## src/rtl/vgrt_pkg.sv

```systemverilog
// Shared types and constants for the voxel grid ray traversal block.
package vgrt_pkg;

  localparam int VGRT_FRAC_BITS  = 16;
  localparam int VGRT_COORD_BITS = 32;
  localparam int DIR_FRAC        = 14;
  localparam int POS_W           = 48;
  localparam int DIR_W           = 16;
  localparam int MAG_W           = 16;
  localparam int DIST_W          = 32;
  localparam int CELL_W          = 32;
  localparam int FACE_W          = 2;
  localparam int IN_DATA_W       = 192;
  localparam int OUT_DATA_W      = 136;

  localparam logic [DIST_W-1:0] DIST_MAX = '1;

  localparam logic [FACE_W-1:0] FACE_POS  = 2'b01;
  localparam logic [FACE_W-1:0] FACE_NEG  = 2'b11;
  localparam logic [FACE_W-1:0] FACE_NONE = 2'b00;

  localparam logic REQ_START = 1'b0;
  localparam logic REQ_STEP  = 1'b1;

  typedef enum logic [1:0] {
    AX_X = 2'd0,
    AX_Y = 2'd1,
    AX_Z = 2'd2
  } axis_t;

  typedef enum logic [2:0] {
    S_IDLE,
    S_DIV_GO,
    S_DIV_WAIT,
    S_MUL,
    S_STORE
  } state_t;

  typedef struct packed {
    logic busy;
    logic done;
  } div_stat_t;

endpackage

```

## src/rtl/vgrt_div.sv

```systemverilog
// Radix-2 restoring divider: quotient of 2^(DIR_FRAC+FRAC_BITS) by a direction magnitude.
module vgrt_div
  import vgrt_pkg::*;
#(
  parameter int FRAC_BITS = VGRT_FRAC_BITS
) (
  input  logic                               clk,
  input  logic                               rst_n,
  input  logic                               start,
  input  logic [MAG_W-1:0]                   divisor,
  output div_stat_t                          stat,
  output logic [DIR_FRAC+FRAC_BITS:0]        quotient
);

  localparam int QW = DIR_FRAC + FRAC_BITS + 1;
  localparam int CW = $clog2(QW);

  logic [MAG_W-1:0] div_r, div_nxt;
  logic [MAG_W-1:0] rem_r, rem_nxt;
  logic [QW-1:0]    quo_r, quo_nxt;
  logic [CW-1:0]    cnt_r, cnt_nxt;
  logic             busy_r, busy_nxt;
  logic             done_r, done_nxt;
  logic             dbit;
  logic [MAG_W:0]   trial;
  logic [MAG_W:0]   diff;

  always_comb begin
    div_nxt  = div_r;
    rem_nxt  = rem_r;
    quo_nxt  = quo_r;
    cnt_nxt  = cnt_r;
    busy_nxt = busy_r;
    done_nxt = 1'b0;
    // the dividend is a single one at its top bit
    dbit     = (cnt_r == CW'(QW - 1));
    trial    = {rem_r, dbit};
    diff     = trial - {1'b0, div_r};
    if (start) begin
      div_nxt  = divisor;
      rem_nxt  = '0;
      quo_nxt  = '0;
      cnt_nxt  = CW'(QW - 1);
      busy_nxt = 1'b1;
    end else if (busy_r) begin
      if (trial >= {1'b0, div_r}) begin
        rem_nxt = diff[MAG_W-1:0];
        quo_nxt = {quo_r[QW-2:0], 1'b1};
      end else begin
        rem_nxt = trial[MAG_W-1:0];
        quo_nxt = {quo_r[QW-2:0], 1'b0};
      end
      if (cnt_r == '0) begin
        busy_nxt = 1'b0;
        done_nxt = 1'b1;
      end else begin
        cnt_nxt = cnt_r - CW'(1);
      end
    end
  end

  always_ff @(posedge clk) begin
    if (!rst_n) begin
      busy_r <= 1'b0;
      done_r <= 1'b0;
    end else begin
      busy_r <= busy_nxt;
      done_r <= done_nxt;
    end
  end

  always_ff @(posedge clk) begin
    div_r <= div_nxt;
    rem_r <= rem_nxt;
    quo_r <= quo_nxt;
    cnt_r <= cnt_nxt;
  end

  assign stat.busy = busy_r;
  assign stat.done = done_r;
  assign quotient  = quo_r;

endmodule

```

## src/rtl/vgrt_mul.sv

```systemverilog
// Registered multiplier for the first boundary distance, with shift and saturation.
module vgrt_mul
  import vgrt_pkg::*;
#(
  parameter int FRAC_BITS = VGRT_FRAC_BITS
) (
  input  logic               clk,
  input  logic [DIST_W-1:0]  unit,
  input  logic [FRAC_BITS:0] mult,
  output logic [DIST_W-1:0]  bound
);

  localparam int PW = DIST_W + FRAC_BITS + 1;

  logic [PW-1:0]   prod_r, prod_nxt;
  logic [DIST_W:0] shifted;

  assign prod_nxt = PW'(unit) * PW'(mult);

  always_ff @(posedge clk) begin
    prod_r <= prod_nxt;
  end

  assign shifted = prod_r[PW-1:FRAC_BITS];
  assign bound   = shifted[DIST_W] ? DIST_MAX : shifted[DIST_W-1:0];

endmodule

```

## src/rtl/voxel_grid_ray_traversal.sv

```systemverilog
// Top level of the voxel grid ray traversal block: ray setup sequencer and step unit.
//
// Usage:
//   Input stream (in_tvalid/in_tready/in_tdata/in_tuser) carries requests.
//   in_tuser = 0 loads a new ray from position and direction; no result follows.
//   in_tuser = 1 steps the ray one voxel; one result follows on the output stream.
//   A start request holds in_tready low while the ray setup runs: the single radix-2
//   divider, shared over the three axes, forms 1/|dir| one quotient bit per cycle
//   after a load step and before a done step, and each division is followed by a
//   multiply state and a store state.
//   A step request compares the three boundary distances, adds the unit distance on
//   the winner and latches the result into the output register; the result is
//   offered the cycle after acceptance.
//   in_tready is high while no ray setup runs and the output register is empty or
//   being drained in the same cycle, so a stalled receiver holds off new requests
//   while the pending result holds steady.
//   Reset (rst_n low, synchronous) puts the ray at cell zero with every distance
//   saturated, so a step before any start moves along y; the output is emptied.
//   Distances saturate at all ones; cell indices wrap at COORD_BITS bits.
module voxel_grid_ray_traversal
  import vgrt_pkg::*;
#(
  parameter int FRAC_BITS  = VGRT_FRAC_BITS,
  parameter int COORD_BITS = VGRT_COORD_BITS
) (
  input  logic                  clk,
  input  logic                  rst_n,
  input  logic                  in_tvalid,
  output logic                  in_tready,
  // pos_x[47:0], pos_y[95:48], pos_z[143:96], dir_x[159:144], dir_y[175:160], dir_z[191:176]
  input  logic [IN_DATA_W-1:0]  in_tdata,
  // req_type[0]
  input  logic                  in_tuser,
  output logic                  out_tvalid,
  input  logic                  out_tready,
  // cell_x[31:0], cell_y[63:32], cell_z[95:64], face_x[97:96], face_y[99:98],
  // face_z[101:100], hit_distance[133:102], zero[135:134]
  output logic [OUT_DATA_W-1:0] out_tdata
);

  localparam int QW = DIR_FRAC + FRAC_BITS + 1;

  // ray state
  logic [COORD_BITS-1:0] cell_r [3];
  logic [COORD_BITS-1:0] cell_nxt [3];
  logic [DIST_W-1:0]     bnd_r [3];
  logic [DIST_W-1:0]     bnd_nxt [3];
  logic [DIST_W-1:0]     unit_r [3];
  logic [DIST_W-1:0]     unit_nxt [3];
  logic                  neg_r [3];
  logic                  neg_nxt [3];

  // latched start request
  logic [POS_W-1:0] pos_r [3];
  logic [DIR_W-1:0] dir_r [3];

  state_t              state_r, state_nxt;
  axis_t               axis_r, axis_nxt;
  logic [DIST_W-1:0]   utmp_r, utmp_nxt;
  logic [FRAC_BITS:0]  mult_r, mult_nxt;
  logic                mzero_r, mzero_nxt;

  logic                  out_valid_r, out_valid_nxt;
  logic [CELL_W-1:0]     ocell_r [3];
  logic [CELL_W-1:0]     ocell_nxt [3];
  logic [FACE_W-1:0]     oface_r [3];
  logic [FACE_W-1:0]     oface_nxt [3];
  logic [DIST_W-1:0]     ohit_r, ohit_nxt;

  logic in_acc;
  logic start_acc;
  logic step_acc;

  // setup datapath
  logic [POS_W-1:0]      cur_pos;
  logic [DIR_W-1:0]      cur_dir;
  logic                  cur_neg;
  logic [MAG_W-1:0]      cur_mag;
  logic signed [63:0]    pos_ext;
  logic signed [63:0]    whole;
  logic [FRAC_BITS-1:0]  cur_frac;
  logic [FRAC_BITS:0]    cur_mult;
  logic [QW-1:0]         quo;
  logic [63:0]           quo_ext;
  logic                  div_start;
  div_stat_t             div_stat;
  logic [DIST_W-1:0]     mul_bound;

  // step datapath
  axis_t                 sel;
  logic [DIST_W-1:0]     hit;
  logic [DIST_W:0]       sum;
  logic [COORD_BITS-1:0] cstep;

  function automatic logic [CELL_W-1:0] cell32(input logic [COORD_BITS-1:0] c);
    logic [63:0] ext;
    ext = {{(64 - COORD_BITS){c[COORD_BITS-1]}}, c};
    return ext[CELL_W-1:0];
  endfunction

  assign in_tready = (state_r == S_IDLE) && (!out_valid_r || out_tready);
  assign in_acc    = in_tvalid && in_tready;
  assign start_acc = in_acc && (in_tuser == REQ_START);
  assign step_acc  = in_acc && (in_tuser == REQ_STEP);

  // per-axis setup operands
  assign cur_pos  = pos_r[axis_r];
  assign cur_dir  = dir_r[axis_r];
  assign cur_neg  = cur_dir[DIR_W-1];
  assign cur_mag  = cur_neg ? MAG_W'(-cur_dir) : cur_dir;
  assign pos_ext  = {{(64 - POS_W){cur_pos[POS_W-1]}}, cur_pos};
  assign whole    = pos_ext >>> FRAC_BITS;
  assign cur_frac = cur_pos[FRAC_BITS-1:0];
  assign cur_mult = cur_neg ? {1'b0, cur_frac}
                            : (FRAC_BITS + 1)'((1 << FRAC_BITS) - int'(cur_frac));
  assign quo_ext  = 64'(quo);
  assign div_start = (state_r == S_DIV_GO);

  vgrt_div #(
    .FRAC_BITS(FRAC_BITS)
  ) u_div (
    .clk     (clk),
    .rst_n   (rst_n),
    .start   (div_start),
    .divisor (cur_mag),
    .stat    (div_stat),
    .quotient(quo)
  );

  vgrt_mul #(
    .FRAC_BITS(FRAC_BITS)
  ) u_mul (
    .clk  (clk),
    .unit (utmp_r),
    .mult (mult_r),
    .bound(mul_bound)
  );

  // axis choice: ties go to y, a z/x tie goes to z
  always_comb begin
    if (bnd_r[0] < bnd_r[2]) begin
      sel = (bnd_r[0] < bnd_r[1]) ? AX_X : AX_Y;
    end else begin
      sel = (bnd_r[2] < bnd_r[1]) ? AX_Z : AX_Y;
    end
  end

  assign hit   = bnd_r[sel];
  assign sum   = {1'b0, hit} + {1'b0, unit_r[sel]};
  assign cstep = cell_r[sel] + (neg_r[sel] ? {COORD_BITS{1'b1}} : COORD_BITS'(1));

  // sequencer and state update
  always_comb begin
    state_nxt = state_r;
    axis_nxt  = axis_r;
    utmp_nxt  = utmp_r;
    mult_nxt  = mult_r;
    mzero_nxt = mzero_r;
    for (int a = 0; a < 3; a++) begin
      cell_nxt[a] = cell_r[a];
      bnd_nxt[a]  = bnd_r[a];
      unit_nxt[a] = unit_r[a];
      neg_nxt[a]  = neg_r[a];
    end
    unique case (state_r)
      S_IDLE: begin
        if (start_acc) begin
          axis_nxt  = AX_X;
          state_nxt = S_DIV_GO;
        end else if (step_acc) begin
          bnd_nxt[sel]  = sum[DIST_W] ? DIST_MAX : sum[DIST_W-1:0];
          cell_nxt[sel] = cstep;
        end
      end
      S_DIV_GO: begin
        cell_nxt[axis_r] = whole[COORD_BITS-1:0];
        neg_nxt[axis_r]  = cur_neg;
        mult_nxt         = cur_mult;
        mzero_nxt        = (cur_mag == '0);
        state_nxt        = S_DIV_WAIT;
      end
      S_DIV_WAIT: begin
        if (div_stat.done) begin
          // saturate the reciprocal; a zero direction gets the saturated unit distance
          if (mzero_r || (quo_ext > 64'(DIST_MAX))) begin
            utmp_nxt = DIST_MAX;
          end else begin
            utmp_nxt = quo_ext[DIST_W-1:0];
          end
          state_nxt = S_MUL;
        end
      end
      S_MUL: begin
        unit_nxt[axis_r] = utmp_r;
        state_nxt        = S_STORE;
      end
      S_STORE: begin
        bnd_nxt[axis_r] = (utmp_r == DIST_MAX) ? DIST_MAX : mul_bound;
        if (axis_r == AX_Z) begin
          state_nxt = S_IDLE;
        end else begin
          axis_nxt  = axis_t'(axis_r + 2'd1);
          state_nxt = S_DIV_GO;
        end
      end
      default: begin
        state_nxt = S_IDLE;
      end
    endcase
  end

  // output register
  always_comb begin
    out_valid_nxt = out_valid_r;
    ohit_nxt      = ohit_r;
    for (int a = 0; a < 3; a++) begin
      ocell_nxt[a] = ocell_r[a];
      oface_nxt[a] = oface_r[a];
    end
    if (step_acc) begin
      out_valid_nxt = 1'b1;
      ohit_nxt      = hit;
      for (int a = 0; a < 3; a++) begin
        ocell_nxt[a] = (axis_t'(a) == sel) ? cell32(cstep) : cell32(cell_r[a]);
        oface_nxt[a] = FACE_NONE;
      end
      oface_nxt[sel] = neg_r[sel] ? FACE_POS : FACE_NEG;
    end else if (out_tready) begin
      out_valid_nxt = 1'b0;
    end
  end

  always_ff @(posedge clk) begin
    if (!rst_n) begin
      state_r     <= S_IDLE;
      axis_r      <= AX_X;
      out_valid_r <= 1'b0;
      for (int a = 0; a < 3; a++) begin
        cell_r[a] <= '0;
        bnd_r[a]  <= DIST_MAX;
        unit_r[a] <= DIST_MAX;
        neg_r[a]  <= 1'b0;
      end
    end else begin
      state_r     <= state_nxt;
      axis_r      <= axis_nxt;
      out_valid_r <= out_valid_nxt;
      for (int a = 0; a < 3; a++) begin
        cell_r[a] <= cell_nxt[a];
        bnd_r[a]  <= bnd_nxt[a];
        unit_r[a] <= unit_nxt[a];
        neg_r[a]  <= neg_nxt[a];
      end
    end
  end

  always_ff @(posedge clk) begin
    utmp_r  <= utmp_nxt;
    mult_r  <= mult_nxt;
    mzero_r <= mzero_nxt;
    ohit_r  <= ohit_nxt;
    for (int a = 0; a < 3; a++) begin
      ocell_r[a] <= ocell_nxt[a];
      oface_r[a] <= oface_nxt[a];
    end
    if (start_acc) begin
      for (int a = 0; a < 3; a++) begin
        pos_r[a] <= in_tdata[a*POS_W +: POS_W];
        dir_r[a] <= in_tdata[3*POS_W + a*DIR_W +: DIR_W];
      end
    end
  end

  assign out_tvalid = out_valid_r;
  assign out_tdata  = {2'b00, ohit_r, oface_r[2], oface_r[1], oface_r[0],
                       ocell_r[2], ocell_r[1], ocell_r[0]};

endmodule

```

## config.mk

```make
export PLATFORM = sky130hd
export DESIGN_NAME = voxel_grid_ray_traversal
export DESIGN_NICKNAME = d
export VERILOG_FILES = /design/src/rtl/vgrt_pkg.sv /design/src/rtl/vgrt_div.sv /design/src/rtl/vgrt_mul.sv /design/src/rtl/voxel_grid_ray_traversal.sv
export SDC_FILE = /design/constraint.sdc
export NUM_CORES = 2
export LEC_CHECK = 0
export ABC_AREA = 1
export BUFFER_PORTS_ARGS = -buffer_cell sky130_fd_sc_hd__buf_4
export CAP_MARGIN = 5
export CELL_PAD_IN_SITES_DETAIL_PLACEMENT = 1
export CELL_PAD_IN_SITES_GLOBAL_PLACEMENT = 2
export CORE_ASPECT_RATIO = 2
export CORE_MARGIN = 2
export CORE_UTILIZATION = 41
export DETAILED_ROUTE_END_ITERATION = 10
export GPL_TIMING_DRIVEN = 0
export PLACE_DENSITY_LB_ADDON = 0.1
export SETUP_SLACK_MARGIN = 0.1
export SKIP_CTS_REPAIR_TIMING = 1
export SYNTH_ARGS = -nofsm -noshare
export SYNTH_HDL_FRONTEND = slang
export SYNTH_SLANG_ARGS = --single-unit
```

## constraint.sdc

```tcl
create_clock -name clk -period 16.4 [get_ports clk]
set_clock_uncertainty 0.2 [all_clocks]
set_input_delay 1.64 -clock clk [delete_from_list [all_inputs] [get_ports clk]]
set_output_delay 1.64 -clock clk [all_outputs]
set_load 0.1 [all_outputs]
```

==> metrics.csv <==
stage;metric;value;unit
finish;Post-layout nets;8147;
clocking;CTS tree;yes;
clocking;root buffer cell;clkbuf_16;
timing;Slew @ Worst Pin;1.49;ns
finish;final non-filler cell total;9009;
min_path;hold path depth;2;
timing;Hold Fails Final Rpt;0;
synthesis;largest family of logic cells by synthesized area;adder cells;
clocking;CTS Sinks;778;
synthesis;syn avg cell area;8.19;sq um
critical_path;CP Data Required Time;16.79;ns
min_path;Worst Hold Class;flop to flop;
global_route;largest net degree at the start of global routing;72;
status;status;finished, violations left;
placed_design;Inst Count DP;8855;
timing;maximum clock frequency;115;MHz
synthesis;Synthesis Warnings;0;
synthesis;post-synthesis compound-gate area fraction;13.2;%
synthesis;sequential element share of the synthesized area;35.1;%
global_route;total gr overflow;0;
critical_path;R2R depth;24;
floorplanning;IO Count;335;
floorplanning;Rows;191;
synthesis;mux share of post-synthesis cell area;0;%
drt;ANT nets after route;0;
synthesis;Post-synth EDFFs;392;
clocking;clk_lat worst skew;0.69;ns
run;Max Cap Violations;1;
placed_design;hpwl dp;181000;microns
global_route;Total Routing Usage GR;32.7;%
synthesis;simple-gate share of the synthesized area;17.0;%
floorplanning;Core Area;135000;sq um
floorplanning;DIE WIDTH;264;microns
floorplanning;Starting Density;41.2;%
critical_path;Crit Path Max Fanout;10;
placed_design;Port Buffers;332;
timing;final worst-path cycle share;53.1;%
timing;Slew Viols, Final;0;
timing;Tmin final;8.71;ns
status;failing checks;capacitance limit;
critical_path;CP Capture Type;flop;
synthesis;prevailing post-synth register cell;edfxtp_1;
synthesis;Post-Synth Adder-Cell Area;23.0;%
finish;area added between synthesis and finish;13.6;%
synthesis;top cell type's share of synthesized area;21.2;%
synthesis;count leader, synth;nand2_1;
timing;total negative slack;0;ns
synthesis;Synth top cells by count;nand2_1 (1,724), inv_1 (1,096), a21oi_1 (483);
synthesis;post-synthesis cell count;6772;
drt;Pre-antenna DRT Iters;6;
synthesis;synthesized area;55500;sq um
synthesis;unique cell type count in the Yosys netlist;65;
synthesis;Yosys reg bits;778;
timing;RSZ-0062 raised after global routing;no;
placed_design;gp weighted congestion;0.945;
critical_path;Startpoint Class;flop;
synthesis;post-synth top area cell;edfxtp_1;
timing;Slew HR;0.951;%
finish;share of layout cells above drive strength 1;8.03;%
drt;vias per cell;5.50;
drt;drt drc;0;
drt;Post-Route WL;229000;microns
drt;DRC violation total after the first TritonRoute iteration;3514;
global_route;first-pass GRT wire length;335000;microns
synthesis;Async SR Flop Fraction;0;%
clocking;Max clock buf depth;3;
synthesis;Post-Synth XOR/XNOR Area;1.69;%
drt;vias;49600;
floorplanning;die height;524;microns
synthesis;top cells by area, synth;edfxtp_1 (21%), fa_1 (16%), dfxtp_1 (14%), nand2_1 (12%), inv_1 (7.4%);
floorplanning;die area;138000;sq um
drt;routed len/inst;25.4;microns
critical_path;crit path DAT;9.10;ns
clocking;Reg clk slew, reported paths;0.06;ns
finish;Fill cells;16300;
critical_path;Worst Setup Path Type;flop to flop;
global_route;vias in the first global route;52500;
global_route;initial antenna violation count;10;
clocking;CTS Buf Count;81;
clocking;H-tree depth;3;
timing;Final Setup Violations;0;
logic make-up (layout without fill, tap and decap cells):
group,count (synthesis),count (layout)
AOI/OAI and AO/OA,1303,1303
DFF,778,778
adders and majority gates,749,749
and+or+nand+nor,2374,2374
other,1,5
buffers and inverters,1466,1962
xor gates and xnor gates,101,101
cell type report:
type / count / area, sq um / area share (%)
Buffer: 350 / 1370 / 2.17
Antenna cell: 3 / 7.51 / 0.0119
Clock inverter: 40 / 375 / 0.595
Clock buffer: 111 / 2210 / 3.51
Inverter: 1116 / 4200 / 6.66
Multi-Input combinational cell: 4529 / 30500 / 48.3
Sequential cell: 778 / 19500 / 30.9
Timing Repair Buffer: 345 / 2760 / 4.38
Tap cell: 1737 / 2170 / 3.45
layer usage:
layer | up-vias | GRT usage (%) | routed length, microns
li1 | 22500 | - | -
met1 | 24800 | 42.1 | 95000
met2 | 1794 | 54.7 | 108000
met3 | 427 | 4.68 | 14700
met4 | 0 | 14.4 | 11400
met5 | - | 0 | 0
worst max-delay path, stage by stage, from the launching register on:
cell      delay (ns)
edfxtp_1        0.32
clkbuf_1        0.81
buf_1           0.63
nand2_1         0.16
fa_1            0.52
fa_1            0.54
fa_1            0.57
inv_1           0.07
fa_1            0.49
fa_1            0.53
inv_1           0.05
fa_1            0.48
inv_1           0.04
ha_1            0.36
nand2_1         0.17
nor2_1          0.21
nand2_1         0.12
nor4_1          0.66
a21oi_1         0.26
o31ai_1         0.38
a21oi_1         0.18
o21ai_0         0.43
nand2_1         0.10
nand2_1         0.13
xor2_1          0.18
metrics by stage:
step	hold slack (ns)	utilization, %	setup slack [ns]	cell area [sq um]
detailed placement	0.247	44.9	7.89	60500
finish	0.264	46.8	7.69	63000
global route	0.286	46.8	7.32	63000
global placement	0.240	44.6	2.45	60200
CTS	0.262	46.8	7.84	63000
floorplan	0.229	-	3.94	55500
flip-flops by register name (all words and copies together), names as in the netlist, 2 cells and up, named ones only:
| signal | cells |
|---|---|
| ocell_r | 96 |
| mult_r | 17 |
| u_div.rem_r | 16 |
| oface_r | 6 |
| utmp_r | 32 |
| neg_r | 3 |
| dir_r | 48 |
| unit_r | 96 |
| state_r | 3 |
| pos_r | 144 |
| u_mul.prod_r | 33 |
| u_div.div_r | 16 |
| axis_r | 2 |
| u_div.cnt_r | 5 |
| u_div.quotient | 31 |
| bnd_r | 96 |
| cell_r | 96 |
| ohit_r | 32 |
final timing paths:
check | slack [ns] | startpoint | endpoint
setup / recovery | 7.69 | utmp_r[18] | u_mul.prod_r[43]
setup reg to reg | 7.69 | utmp_r[18] | u_mul.prod_r[43]
hold reg to reg | 0.26 | unit_r[0][31] | unit_r[0][31]
hold / removal | 0.26 | unit_r[0][31] | unit_r[0][31]
layout by cell type (no fill, tap or decap), types with 15 or more instances in the layout:
| cell type | synthesis | routed |
|---|---|---|
| nand4_1 | 26 | 26 |
| buf_2 | 26 | 28 |
| dfxtp_1 | 386 | 386 |
| clkbuf_16 | 0 | 81 |
| o21ai_0 | 435 | 435 |
| xor2_1 | 60 | 60 |
| o211ai_1 | 108 | 108 |
| nor2_1 | 363 | 361 |
| a221oi_1 | 18 | 18 |
| or2_2 | 23 | 23 |
| xnor2_1 | 34 | 34 |
| a31oi_1 | 39 | 39 |
| o22ai_1 | 81 | 81 |
| edfxtp_1 | 392 | 392 |
| ha_1 | 299 | 299 |
| clkbuf_1 | 278 | 300 |
| inv_1 | 1096 | 1095 |
| nor3_1 | 29 | 29 |
| o21ai_1 | 50 | 50 |
| inv_2 | 16 | 16 |
| a21oi_1 | 483 | 483 |
| o21a_1 | 17 | 17 |
| nor4_1 | 15 | 15 |
| fa_1 | 450 | 450 |
| nand3_1 | 156 | 156 |
| buf_1 | 41 | 39 |
| nand2_1 | 1724 | 1724 |
| a211oi_1 | 17 | 17 |
| buf_4 | 5 | 337 |
Power is not shown: default switching activity piles up to over one toggle a cycle in this logic, so the estimate is an artifact.
